`src/rtl/qdd_pkg.sv`:
```
// Shared types, constants and the transition table of the quadrature detent decoder.
package qdd_pkg;

	localparam int CFG_IDX_W = 8;
	localparam int CFG_DATA_W = 16;

	localparam logic [CFG_IDX_W-1:0] CFG_DEBOUNCE_MS = 8'd0;
	localparam logic [CFG_IDX_W-1:0] CFG_SWAP_CHANNELS = 8'd1;
	localparam logic [CFG_IDX_W-1:0] CFG_STEPS_PER_DETENT = 8'd2;
	localparam logic [CFG_IDX_W-1:0] CFG_TAB_COUNT = 8'd3;

	localparam logic [15:0] DEBOUNCE_RST = 16'd100;
	localparam logic [2:0] STEPS_RST = 3'd4;
	localparam logic [4:0] TABS_RST = 5'd2;
	localparam logic [4:0] TABS_MAX = 5'd16;

	localparam int IN_TDATA_W = 40;
	localparam int OUT_TDATA_W = 72;

	typedef struct packed {
		logic [15:0] debounce_ms;
		logic swap_channels;
		logic [2:0] steps_per_detent;
		logic [4:0] tab_count;
	} cfg_t;

	typedef struct packed {
		logic chan_a;
		logic chan_b;
		logic button_level;
		logic [31:0] now_ms;
	} sample_t;

	typedef struct packed {
		logic signed [31:0] position;
		logic [3:0] selected_tab;
		logic [31:0] press_total;
		logic turned_cw;
		logic turned_ccw;
		logic press_seen;
	} result_t;

	// quarter step for {prev_code, code}
	function automatic logic signed [1:0] step_of(input logic [3:0] idx);
		logic signed [1:0] s;
		case (idx)
			4'd1, 4'd7, 4'd8, 4'd14: s = 2'sd1;
			4'd2, 4'd4, 4'd11, 4'd13: s = -2'sd1;
			default: s = 2'sd0;
		endcase
		return s;
	endfunction

endpackage

```
`src/rtl/quadrature_detent_decoder.sv`:
```
// Top level of the quadrature detent decoder: input register, core and result register.
//
//  channel   direction  handshake            payload
//  s_*       in         s_tvalid/s_tready    s_tdata: samples
//  m_*       out        m_tvalid/m_tready    m_tdata: results
//  cfg_*     in         cfg_valid/cfg_ready  cfg_index, cfg_data
//
// One result per sample, one sample per cycle sustained while m_tready stays high;
// a sample passes the input register and then the result register before m_tvalid
// rises, and a stalled result can hold it in the input register.
// arst_n resets the valid flags, core state and configuration, not the data registers.
// A stalled result holds; the input register keeps taking samples while the
// result register drains, and holds off once both are full. cfg_ready is always high.
module quadrature_detent_decoder (
	input logic clk,
	input logic arst_n,
	input logic s_tvalid,
	output logic s_tready,
	// [0] chan_a, [1] chan_b, [2] button_level, [34:3] now_ms, [39:35] zero
	input logic [qdd_pkg::IN_TDATA_W-1:0] s_tdata,
	output logic m_tvalid,
	input logic m_tready,
	// [31:0] position, [35:32] selected_tab, [67:36] press_total,
	// [68] turned_cw, [69] turned_ccw, [70] press_seen, [71] zero
	output logic [qdd_pkg::OUT_TDATA_W-1:0] m_tdata,
	input logic cfg_valid,
	output logic cfg_ready,
	input logic [qdd_pkg::CFG_IDX_W-1:0] cfg_index,
	input logic [qdd_pkg::CFG_DATA_W-1:0] cfg_data
);

	qdd_pkg::cfg_t cfg;
	qdd_pkg::sample_t sample_s1;
	qdd_pkg::result_t result, result_q;
	logic valid_s1;
	logic m_tvalid_q;
	logic advance;

	assign cfg_ready = 1'b1;
	assign advance = valid_s1 && (!m_tvalid_q || m_tready);
	assign s_tready = !valid_s1 || advance;

	qdd_cfg_regs u_cfg (
		.clk(clk),
		.arst_n(arst_n),
		.wr_en(cfg_valid && cfg_ready),
		.wr_index(cfg_index),
		.wr_data(cfg_data),
		.cfg(cfg)
	);

	always_ff @(posedge clk or negedge arst_n) begin
		if (!arst_n) begin
			valid_s1 <= 1'b0;
		end else if (s_tready) begin
			valid_s1 <= s_tvalid;
		end
	end

	always_ff @(posedge clk) begin
		if (s_tvalid && s_tready) begin
			sample_s1.chan_a <= s_tdata[0];
			sample_s1.chan_b <= s_tdata[1];
			sample_s1.button_level <= s_tdata[2];
			sample_s1.now_ms <= s_tdata[34:3];
		end
	end

	qdd_core u_core (
		.clk(clk),
		.arst_n(arst_n),
		.cfg(cfg),
		.sample(sample_s1),
		.advance(advance),
		.result(result)
	);

	always_ff @(posedge clk or negedge arst_n) begin
		if (!arst_n) begin
			m_tvalid_q <= 1'b0;
		end else if (advance) begin
			m_tvalid_q <= 1'b1;
		end else if (m_tready) begin
			m_tvalid_q <= 1'b0;
		end
	end

	always_ff @(posedge clk) begin
		if (advance) begin
			result_q <= result;
		end
	end

	assign m_tvalid = m_tvalid_q;
	assign m_tdata = {1'b0, result_q.press_seen, result_q.turned_ccw, result_q.turned_cw,
		result_q.press_total, result_q.selected_tab, result_q.position};

endmodule

```
`src/rtl/qdd_cfg_regs.sv`:
```
// Configuration register file of the quadrature detent decoder.
module qdd_cfg_regs (
	input logic clk,
	input logic arst_n,
	input logic wr_en,
	input logic [qdd_pkg::CFG_IDX_W-1:0] wr_index,
	input logic [qdd_pkg::CFG_DATA_W-1:0] wr_data,
	output qdd_pkg::cfg_t cfg
);

	qdd_pkg::cfg_t cfg_q;

	always_ff @(posedge clk or negedge arst_n) begin
		if (!arst_n) begin
			cfg_q.debounce_ms <= qdd_pkg::DEBOUNCE_RST;
			cfg_q.swap_channels <= 1'b0;
			cfg_q.steps_per_detent <= qdd_pkg::STEPS_RST;
			cfg_q.tab_count <= qdd_pkg::TABS_RST;
		end else if (wr_en) begin
			unique case (wr_index)
				qdd_pkg::CFG_DEBOUNCE_MS: cfg_q.debounce_ms <= wr_data;
				qdd_pkg::CFG_SWAP_CHANNELS: cfg_q.swap_channels <= wr_data[0];
				qdd_pkg::CFG_STEPS_PER_DETENT: cfg_q.steps_per_detent <= wr_data[2:0];
				qdd_pkg::CFG_TAB_COUNT: cfg_q.tab_count <= wr_data[4:0];
				default: ;
			endcase
		end
	end

	assign cfg = cfg_q;

endmodule

```
`src/rtl/qdd_core.sv`:
```
// Decoder state and the per-sample update of rotation, tab and button.
module qdd_core (
	input logic clk,
	input logic arst_n,
	input qdd_pkg::cfg_t cfg,
	input qdd_pkg::sample_t sample,
	input logic advance,
	output qdd_pkg::result_t result
);

	logic [1:0] prev_code_q;
	logic primed_q;
	logic signed [3:0] step_sum_q;
	logic [31:0] pos_count_q;
	logic [3:0] tab_index_q;
	logic [31:0] press_count_q;
	logic [31:0] last_press_time_q;
	logic prev_button_q;

	logic [1:0] code;
	logic [4:0] tabs;
	logic [3:0] tabs_m1;
	logic [2:0] lim;
	logic signed [4:0] sum_next;
	logic cw, ccw, pressed, btn_edge;
	logic signed [3:0] sum_upd;
	logic [31:0] pos_upd;
	logic [3:0] tab_rot, tab_upd;
	logic [31:0] elapsed;

	function automatic logic [3:0] tab_fwd(input logic [3:0] t, input logic [4:0] n);
		logic [4:0] inc;
		inc = {1'b0, t} + 5'd1;
		return (inc >= n) ? 4'd0 : inc[3:0];
	endfunction

	function automatic logic [3:0] tab_bwd(input logic [3:0] t, input logic [3:0] nm1);
		return (t == 4'd0 || t > nm1) ? nm1 : t - 4'd1;
	endfunction

	always_comb begin
		code = cfg.swap_channels ? {sample.chan_b, sample.chan_a}
			: {sample.chan_a, sample.chan_b};
		if (cfg.tab_count == 5'd0) begin
			tabs = 5'd1;
		end else if (cfg.tab_count > qdd_pkg::TABS_MAX) begin
			tabs = qdd_pkg::TABS_MAX;
		end else begin
			tabs = cfg.tab_count;
		end
		tabs_m1 = 4'(tabs - 5'd1);
		lim = (cfg.steps_per_detent == 3'd0) ? 3'd1 : cfg.steps_per_detent;

		// sum stays within +-6 between samples, so 5 bits hold the new value
		sum_next = 5'(step_sum_q) + 5'(qdd_pkg::step_of({prev_code_q, code}));
		cw = 1'b0;
		ccw = 1'b0;
		sum_upd = step_sum_q;
		pos_upd = pos_count_q;
		tab_rot = tab_index_q;
		if (primed_q) begin
			sum_upd = sum_next[3:0];
			if (sum_next >= $signed({2'b00, lim})) begin
				cw = 1'b1;
				sum_upd = 4'sd0;
				pos_upd = pos_count_q + 32'd1;
				tab_rot = tab_fwd(tab_index_q, tabs);
			end else if (sum_next <= -$signed({2'b00, lim})) begin
				ccw = 1'b1;
				sum_upd = 4'sd0;
				pos_upd = pos_count_q - 32'd1;
				tab_rot = tab_bwd(tab_index_q, tabs_m1);
			end
		end

		elapsed = sample.now_ms - last_press_time_q;
		btn_edge = sample.button_level != prev_button_q;
		pressed = btn_edge && !sample.button_level && (elapsed > {16'd0, cfg.debounce_ms});
		tab_upd = pressed ? tab_fwd(tab_rot, tabs) : tab_rot;

		result.position = pos_upd;
		result.selected_tab = tab_upd;
		result.press_total = pressed ? press_count_q + 32'd1 : press_count_q;
		result.turned_cw = cw;
		result.turned_ccw = ccw;
		result.press_seen = pressed;
	end

	always_ff @(posedge clk or negedge arst_n) begin
		if (!arst_n) begin
			prev_code_q <= 2'd0;
			primed_q <= 1'b0;
			step_sum_q <= 4'sd0;
			pos_count_q <= 32'd0;
			tab_index_q <= 4'd0;
			press_count_q <= 32'd0;
			last_press_time_q <= 32'd0;
			prev_button_q <= 1'b1;
		end else if (advance) begin
			prev_code_q <= code;
			primed_q <= 1'b1;
			step_sum_q <= sum_upd;
			pos_count_q <= pos_upd;
			tab_index_q <= tab_upd;
			press_count_q <= result.press_total;
			if (pressed) begin
				last_press_time_q <= sample.now_ms;
			end
			prev_button_q <= sample.button_level;
		end
	end

endmodule

```
`config.mk`:
```
export PLATFORM = sky130hd
export DESIGN_NAME = quadrature_detent_decoder
export DESIGN_NICKNAME = d
export VERILOG_FILES = /design/src/rtl/qdd_pkg.sv /design/src/rtl/quadrature_detent_decoder.sv /design/src/rtl/qdd_cfg_regs.sv /design/src/rtl/qdd_core.sv
export SDC_FILE = /design/constraint.sdc
export NUM_CORES = 1
export LEC_CHECK = 0
export BUFFER_PORTS_ARGS = -buffer_cell sky130_fd_sc_hd__buf_4
export CAP_MARGIN = 20
export CORE_MARGIN = 4
export CORE_UTILIZATION = 55
export DETAILED_ROUTE_END_ITERATION = 16
export PLACE_DENSITY = 0.75
export SYNTH_ARGS = -nofsm -noshare
export SYNTH_HDL_FRONTEND = slang
export SYNTH_SLANG_ARGS = --single-unit
```
`constraint.sdc`:
```
create_clock -name clk -period 12.5 [get_ports clk]
set_input_delay 0 -clock clk [delete_from_list [all_inputs] [get_ports clk]]
set_output_delay 0 -clock clk [all_outputs]
set_load 0.005 [all_outputs]
```
# --- Word level (Yosys, flattened, before mapping) ---
# Memories as Yosys holds them, arrays and structs flattened.
# Cells that the tools add are included.
word_totals:
  reg_bits: 241
  mem_bits_ro: 32
  in_bits: 69
  output_inout_bits: 75
  elab_cells: 90
  memories: 1
op_classes:
  add_sub_neg: 10
  magnitude_cmp: 7
  n_eq_ne: 4
  n_mux: 21
  bitwise_logic: 1
  reduce_logical: 22
memory_table:
  columns: ["memory", "words", "width", "read_ports", "rd_ports_with_merged_regs", "write_ports", "line", "source"]
  rows:
  - ["(no name shown)", 16, 2, 1, 0, 0, "qdd_pkg.sv:46", "case (idx)"]
ops:
  columns: ["operator", "count"]
  rows:
  - ["two-way mux 32 bit", 4]
  - ["adder 32 x 1 -> 32 bit, second input constant", 2]
  - ["two-way mux 4 bit", 9]
  - ["greater-than comparator 32 x 16 -> 1 bit", 1]
  - ["subtractor 32 x 1 -> 32 bit, second input constant", 1]
  - ["subtractor 32 bit", 1]
  - ["== test 8 x 2 -> 1 bit, second input constant", 2]
  - ["AND reduction 2 bit", 6]
  - ["adder 4 x 1 -> 5 bit, second input constant", 2]
  - [">= comparator 5 bit", 2]
  - ["two-way mux 5 bit", 2]
  - ["== test 8 x 1 -> 1 bit, second input constant", 1]
  - ["logical NOT 8 bit", 1]
  - ["subtractor 4 x 1 -> 4 bit, second input constant", 2]
  - ["adder 4 x 2 -> 5 bit", 1]
  - [">= comparator 5 x 4 -> 1 bit", 1]
  - ["greater-than comparator 5 bit, second input constant", 1]
  - ["less-or-equal comparator 5 bit", 1]
  - ["logical NOT 5 bit", 1]
  - ["negator 3 -> 5 bit", 1]
  - ["greater-than comparator 4 bit", 1]
  - ["logical AND 1 bit", 4]
  - ["logical NOT 4 bit", 1]
  - ["two-way mux 1 bit", 4]
  - ["other kinds (9)", 13]

# --- Longest topological paths before layout ---
logic_depth:
  word_depth: 14
  ltp_mapped: 28
  depth_no_buf: 28

# --- Modules after synthesis ---
# From an unflattened synthesis, not the netlist that was laid out.
unflattened:
  cells_unflattened: 1372
  area_unflattened_um2: 14405.1
modules_own_cells:
  columns: ["mod", "n_inst", "cells_each", "area_per_inst_um2", "seq_area_each_um2"]
  rows:
  - ["qdd_core", 1, 1196, 10043.4, 2703.8]
  - ["quadrature_detent_decoder", 1, 118, 3309.4, 3233.1]
  - ["qdd_cfg_regs", 1, 58, 1052.3, 631.9]

# --- Worst setup path before layout ---
# Ideal clock, no wire load.
synth_timing:
  kind: "flip-flop to flip-flop"
  startpoint: "register sample_s1[33] in the netlist's numbering"
  endpoint: "register u_core.tab_index_q[3]"
  setup_time_ps: 107
  arrival_time_ps: 5451
  t_required_ps: 12393
  slack_ps: 6941
  path_stages_with_launch: 27
  path_buffers: 0
  period_less_slack_ps: 5559
  path_cell_list: "edfxtp_1 inv_1 o21ai_0 o31ai_1 o21a_1 ha_1 a21o_1 a21oi_2 xnor2_1 ha_1 and2_1 o21ai_0 a32oi_1 maj3_1 nor3_1 a21oi_1 o221ai_2 ha_1 xor2_1 ha_1 nor2b_1 o21ai_0 nand2b_1 a21oi_1 inv_1 or4_1 a31oi_1"
synth_via:
  elab_chain_len: 11
  word_cells_on_any_way: 12
  classes_between: "2 x add/sub; 3 x order compare; 6 x mux; 1 x memory"
synth_rtl:
  columns: ["element", "line", "source"]
  rows:
  - ["start, declared", "quadrature_detent_decoder.sv:33", "qdd_pkg::sample_t sample_s1;"]
  - ["two-way mux 2 bit *", "qdd_core.sv:42", "code = cfg.swap_channels ? {sample.chan_b, sample.chan_a}"]
  - ["memory (16 x 2 bit) *", null, null]
  - ["adder 4 x 2 -> 5 bit *", "qdd_core.sv:55", "sum_next = 5'(step_sum_q) + 5'(qdd_pkg::step_of({prev_code_q, code}));"]
  - ["less-or-equal comparator 5 bit", "qdd_core.sv:68", "end else if (sum_next <= -$signed({2'b00, lim})) begin"]
  - ["two-way mux 4 bit", "qdd_core.sv:68", null]
  - ["two-way mux 4 bit *", "qdd_core.sv:63", "if (sum_next >= $signed({2'b00, lim})) begin"]
  - ["two-way mux 4 bit *", "qdd_core.sv:61", "if (primed_q) begin"]
  - ["adder 4 x 1 -> 5 bit", "qdd_core.sv:33", "inc = {1'b0, t} + 5'd1;"]
  - [">= comparator 5 bit", "qdd_core.sv:34", "return (inc >= n) ? 4'd0 : inc[3:0];"]
  - ["two-way mux 4 bit", "qdd_core.sv:34", null]
  - ["two-way mux 4 bit *", "qdd_core.sv:79", "tab_upd = pressed ? tab_fwd(tab_rot, tabs) : tab_rot;"]
  - ["end signal, assigned", "qdd_core.sv:104", "tab_index_q <= tab_upd;"]
  - ["end, declared", "qdd_core.sv:15", "logic [3:0] tab_index_q;"]
# Mark *: on every way between the ends. The rest lies on a longest branch, timed or not.
# A chain may end at the register's enable or synchronous reset.

# --- Worst setup path in the final report ---
layout_timing:
  startpoint: "register sample_s1[0] in the netlist's numbering"
  endpoint: "register u_core.last_press_time_q[17]"
layout_via:
  elab_chain_len: 4
layout_rtl:
  columns: ["element", "line", "source"]
  rows:
  - ["subtractor 32 bit", "qdd_core.sv:76", "elapsed = sample.now_ms - last_press_time_q;"]
  - ["greater-than comparator 32 x 16 -> 1 bit", "qdd_core.sv:78", "pressed = btn_edge && !sample.button_level && (elapsed > {16'd0, cfg.debounce_ms});"]
  - ["logical AND 1 bit", "qdd_core.sv:78", null]
  - ["AND reduction 2 bit (no line)", null, null]
  - ["end signal, assigned", "qdd_core.sv:107", "last_press_time_q <= sample.now_ms;"]
  - ["end, declared", "qdd_core.sv:17", "logic [31:0] last_press_time_q;"]
# No other way between the ends.

==> impl_metrics.toml <==
[sta]
setup_viol = 0
post-route-worst-setup-slack_ns = 5.84
report.final.slew_viol_count = 0
slew_headroom_pct = 33.0
unrepaired_setup_endpoints_after_global_routing = "false"
hold_viol = 0
final_period_minus_worst_setup_slack_ns = 6.66
finalSetupTns_ns = 0
clock-skew-final_ns = 0.0131
maxClockFrequency_ghz = 0.150
final.period_utilization_pct = 53.3
worst_slew_pin_slew_ns = 1.00

[critical_path]
critPathCaptureType = "register"
cp.buffers_inverters = 3
worstSetupPathType = "register to register"
ff2ff_setup_slack_ns = 5.84
critPathRequiredTime_ns = 12.89
timing.critical_path.slowest_stage_cell = "sky130_fd_sc_hd__nand2_2"
crit_chain = "inv_1, ha_1, inv_1, fa_1, a21o_1, a221oi_2, nor3_1, or4_4, xor2_1, ha_1, nand4_1, nor2_1, a221o_1, o31ai_1, nand4b_1, a211oi_1, nand4_1, o31ai_4, inv_2, nand2_2, mux2_2"
critPathMaxStageDelay_ns = 0.83
timing.critical_path.max_delay_family = "compound AO/OA/AOI/OAI gates"
start_kind = "register"
timing.critical_path.from = "sample_s1[0]"
cp.depth = 21
r2r.worst_path.cells = 21
timing.rr.end = "u_core.last_press_time_q[17]"
critPathMaxFanout = 63
worstPathArrival_ns = 7.06
crit-reg2reg-launch = "sample_s1[0]"

[yosys]
synth_cells = 1350
syn-cell-area_um2 = 13900
ys_warn_count = 0
synth_cell_type_count = 80
synth_flop_cell = "sky130_fd_sc_hd__dfrtp_1"
synth-seq-area-share_pct = 47.3
syn_area_per_cell_um2 = 10.3
async_flop_share_pct = 56.0
yosys_register_bits = 241
synth_enable_flop_cells = 106

[cts]
clock_tree_from_tritoncts = "done"
numCtsBuffers = 25
cts_hold_buffers = 62
post-cts-setup-buffers = 0
clk_pin_slew_worst_paths_ns = 0.06
worstSkewPairLatency_ns = 0.52
clkSinkCount = 241
clock_tree.root_cell = "sky130_fd_sc_hd__clkbuf_16"
h-tree-depth = 1
clock_path_buffers = 3
ctsResizeCount = 0

[floorplanning]
die-width_um = 167
floorplan.rows = 57
starting_density_of_the_core_pct = 56.5
core_area_um2 = 24500
floorplan.die_area_um2 = 27800
die_h_um = 167
io_pins = 144

[place]
dp_hpwl_um = 20300
gpl.final_weighted_congestion = 0.877
pre_cts_slack_ns = 5.76
buffer_ports.inserted = 136
dp.cells = 1763

[routing]
detail_route.iter0.violations = 613
post_drt_wl_per_cell_um = 15.8
drt_pass_1_iters = 5
routed_wirelength_um = 29500
ant_nets = 0
viasPerCell = 5.57
routed-via-count = 10400
drc_errors = 0

[final_layout]
final_layout_size_suffix_gt1_share_pct = 17.1
num-nets-final = 1682
finalCoreUtilization_pct = 67.8
post_layout_nonfiller_instances = 1871
area_growth_pct = 19.9
num_antenna_cells = 0

[global_routing]
grt_max_degree = 103
grt_busiest_layer = "met2"
wire_length_of_the_first_global_routing_pass_um = 49900
met1_usage_in_global_routing_pct = 28.0
vias_in_the_first_global_route = 10200
grtUsageMet3_pct = 3.37
global_route.usage.met2_pct = 36.5
gr_usage_total_pct = 20.9
grt_overflow = 0
grt_antenna_before_repair = 0

[power_and_ir_drop]
post-layout-total-power_mw = 3.48
ir_drop_uv = 129
power.static_leakage_nw = 7.25
combinationalPowerShare_pct = 44.1
power_frac_clock_pct = 22.3
intPower_mw = 2.17
switching_share_pct = 37.7
pwr-share-seq_pct = 33.6
total_switching_power_mw = 1.31
power-per-cell-area_nw_per_um2 = 209

[min_path]
min_path_type = "primary input to asynchronous set/reset pin"

[run_status]
result_of_the_run = "finished clean"

[flow_run]
timing.max_cap.violations = 0
==> sequential cells by signal, indices dropped and copies added (netlist names) <==
name,cells
u_core.prev_button_q,1
u_cfg.cfg,25
u_core.pos_count_q,32
u_core.press_count_q,32
m_tvalid,1
m_tdata,71
u_core.primed_q,1
u_core.last_press_time_q,32
u_core.step_sum_q,4
u_core.tab_index_q,4
sample_s1,35
u_core.prev_code_q,2
valid_s1,1
==> cell usage after synthesis, drive strengths merged, types with 6 or more instances <==
master	number	share of area, %
nor4	11	0.50
mux2	49	4.0
a21oi	56	2.0
or4	6	0.35
a22o	7	0.44
o21a	8	0.43
inv	85	2.3
nor2	72	1.9
nor2b	9	0.41
nand2	155	4.2
ha	82	7.4
or3	13	0.59
xor2	38	2.4
a31oi	14	0.68
nand4	29	1.3
edfxtp	106	23
o211ai	7	0.38
mux2i	6	0.43
and3	30	1.4
and2	13	0.59
buf	25	0.87
nand3	56	2.0
o21ai	63	2.3
a21o	14	0.76
or2	7	0.32
dfstp	6	1.1
clkbuf	29	0.78
xnor2	108	6.8
nor3	20	0.72
o31ai	6	0.42
dfrtp	129	23
and4	6	0.38
nand2b	13	0.59
==> stage by stage <==
step,hold WS [ns],cell area [um2]
final,0.0151,16600
after global routing,0.0598,16600
after CTS,0.0231,16600
after detailed placement,0.0191,15100
after global placement,0.0117,15100
after floorplan,-0.296,13900
==> layout by cell type (no fill, tap or decap), types with 12 or more instances in the layout <==
| cell type | instances |
|---|---|
| sky130_fd_sc_hd__dlygate4sd3_1 | 62 |
| sky130_fd_sc_hd__and2_1 | 12 |
| sky130_fd_sc_hd__nand2_1 | 154 |
| sky130_fd_sc_hd__nor2_1 | 72 |
| sky130_fd_sc_hd__edfxtp_1 | 106 |
| sky130_fd_sc_hd__nand4_1 | 29 |
| sky130_fd_sc_hd__xor2_1 | 38 |
| sky130_fd_sc_hd__clkbuf_16 | 25 |
| sky130_fd_sc_hd__ha_1 | 82 |
| sky130_fd_sc_hd__inv_1 | 83 |
| sky130_fd_sc_hd__mux2_2 | 48 |
| sky130_fd_sc_hd__o21ai_0 | 60 |
| sky130_fd_sc_hd__and3_1 | 30 |
| sky130_fd_sc_hd__xnor2_1 | 108 |
| sky130_fd_sc_hd__a21o_1 | 14 |
| sky130_fd_sc_hd__nand3_1 | 56 |
| sky130_fd_sc_hd__a31oi_1 | 13 |
| sky130_fd_sc_hd__or3_1 | 13 |
| sky130_fd_sc_hd__nand2b_1 | 13 |
| sky130_fd_sc_hd__dfrtp_1 | 129 |
| sky130_fd_sc_hd__nor3_1 | 20 |
| sky130_fd_sc_hd__a21oi_1 | 55 |
| sky130_fd_sc_hd__buf_4 | 141 |
==> power groups by stage <==
stage	Clock (mW)	Sequential [mW]	Combinational [mW]
global placement	0	1.18	1.47
finish	0.777	1.17	1.54
CTS	0.795	1.17	1.53
global route	0.835	1.19	1.74
detailed placement	0	1.18	1.51
floorplan	0	1.13	1.15
==> kinds of logic after synthesis <==
| family | share of synthesized area, % |
|---|---|
| AOI/OAI and AO/OA | 11.3 |
| xor gates and xnor gates | 9.22 |
| adders and majority gates | 7.83 |
| buffers and inverters | 3.95 |
| DFF | 47.3 |
| muxes | 4.44 |
| other | 0.0541 |
| and+or+nand+nor | 15.9 |
==> how the worst max path moves through the flow <==
stage	slack (ns)	to
2_1_floorplan	6.94	u_core.tab_index_q[3]
5_1_grt	5.17	u_core.tab_index_q[3]
3_3_place_gp	5.84	u_core.last_press_time_q[31]
6_report	5.84	u_core.last_press_time_q[17]
4_1_cts	5.76	u_core.last_press_time_q[20]
3_5_place_dp	5.76	u_core.last_press_time_q[2]
==> final cells by class <==
cell class	instances	area, um2
timing repair buffer	205	1710
sequential	241	6570
multi-input combinational	971	6770
inverter	85	322
clock buffer	26	629
clock inverter	19	234
fill	1878	7900
tap	324	405
==> per-layer routing <==
layer | part of all wire [%] | vias to the layer above
met4 | 1.4 | 0
met2 | 50 | 249
met1 | 44 | 4971
li1 | - | 5157
met3 | 5.2 | 38
met5 | 0 | -
Power figures use the tool's default switching activity.
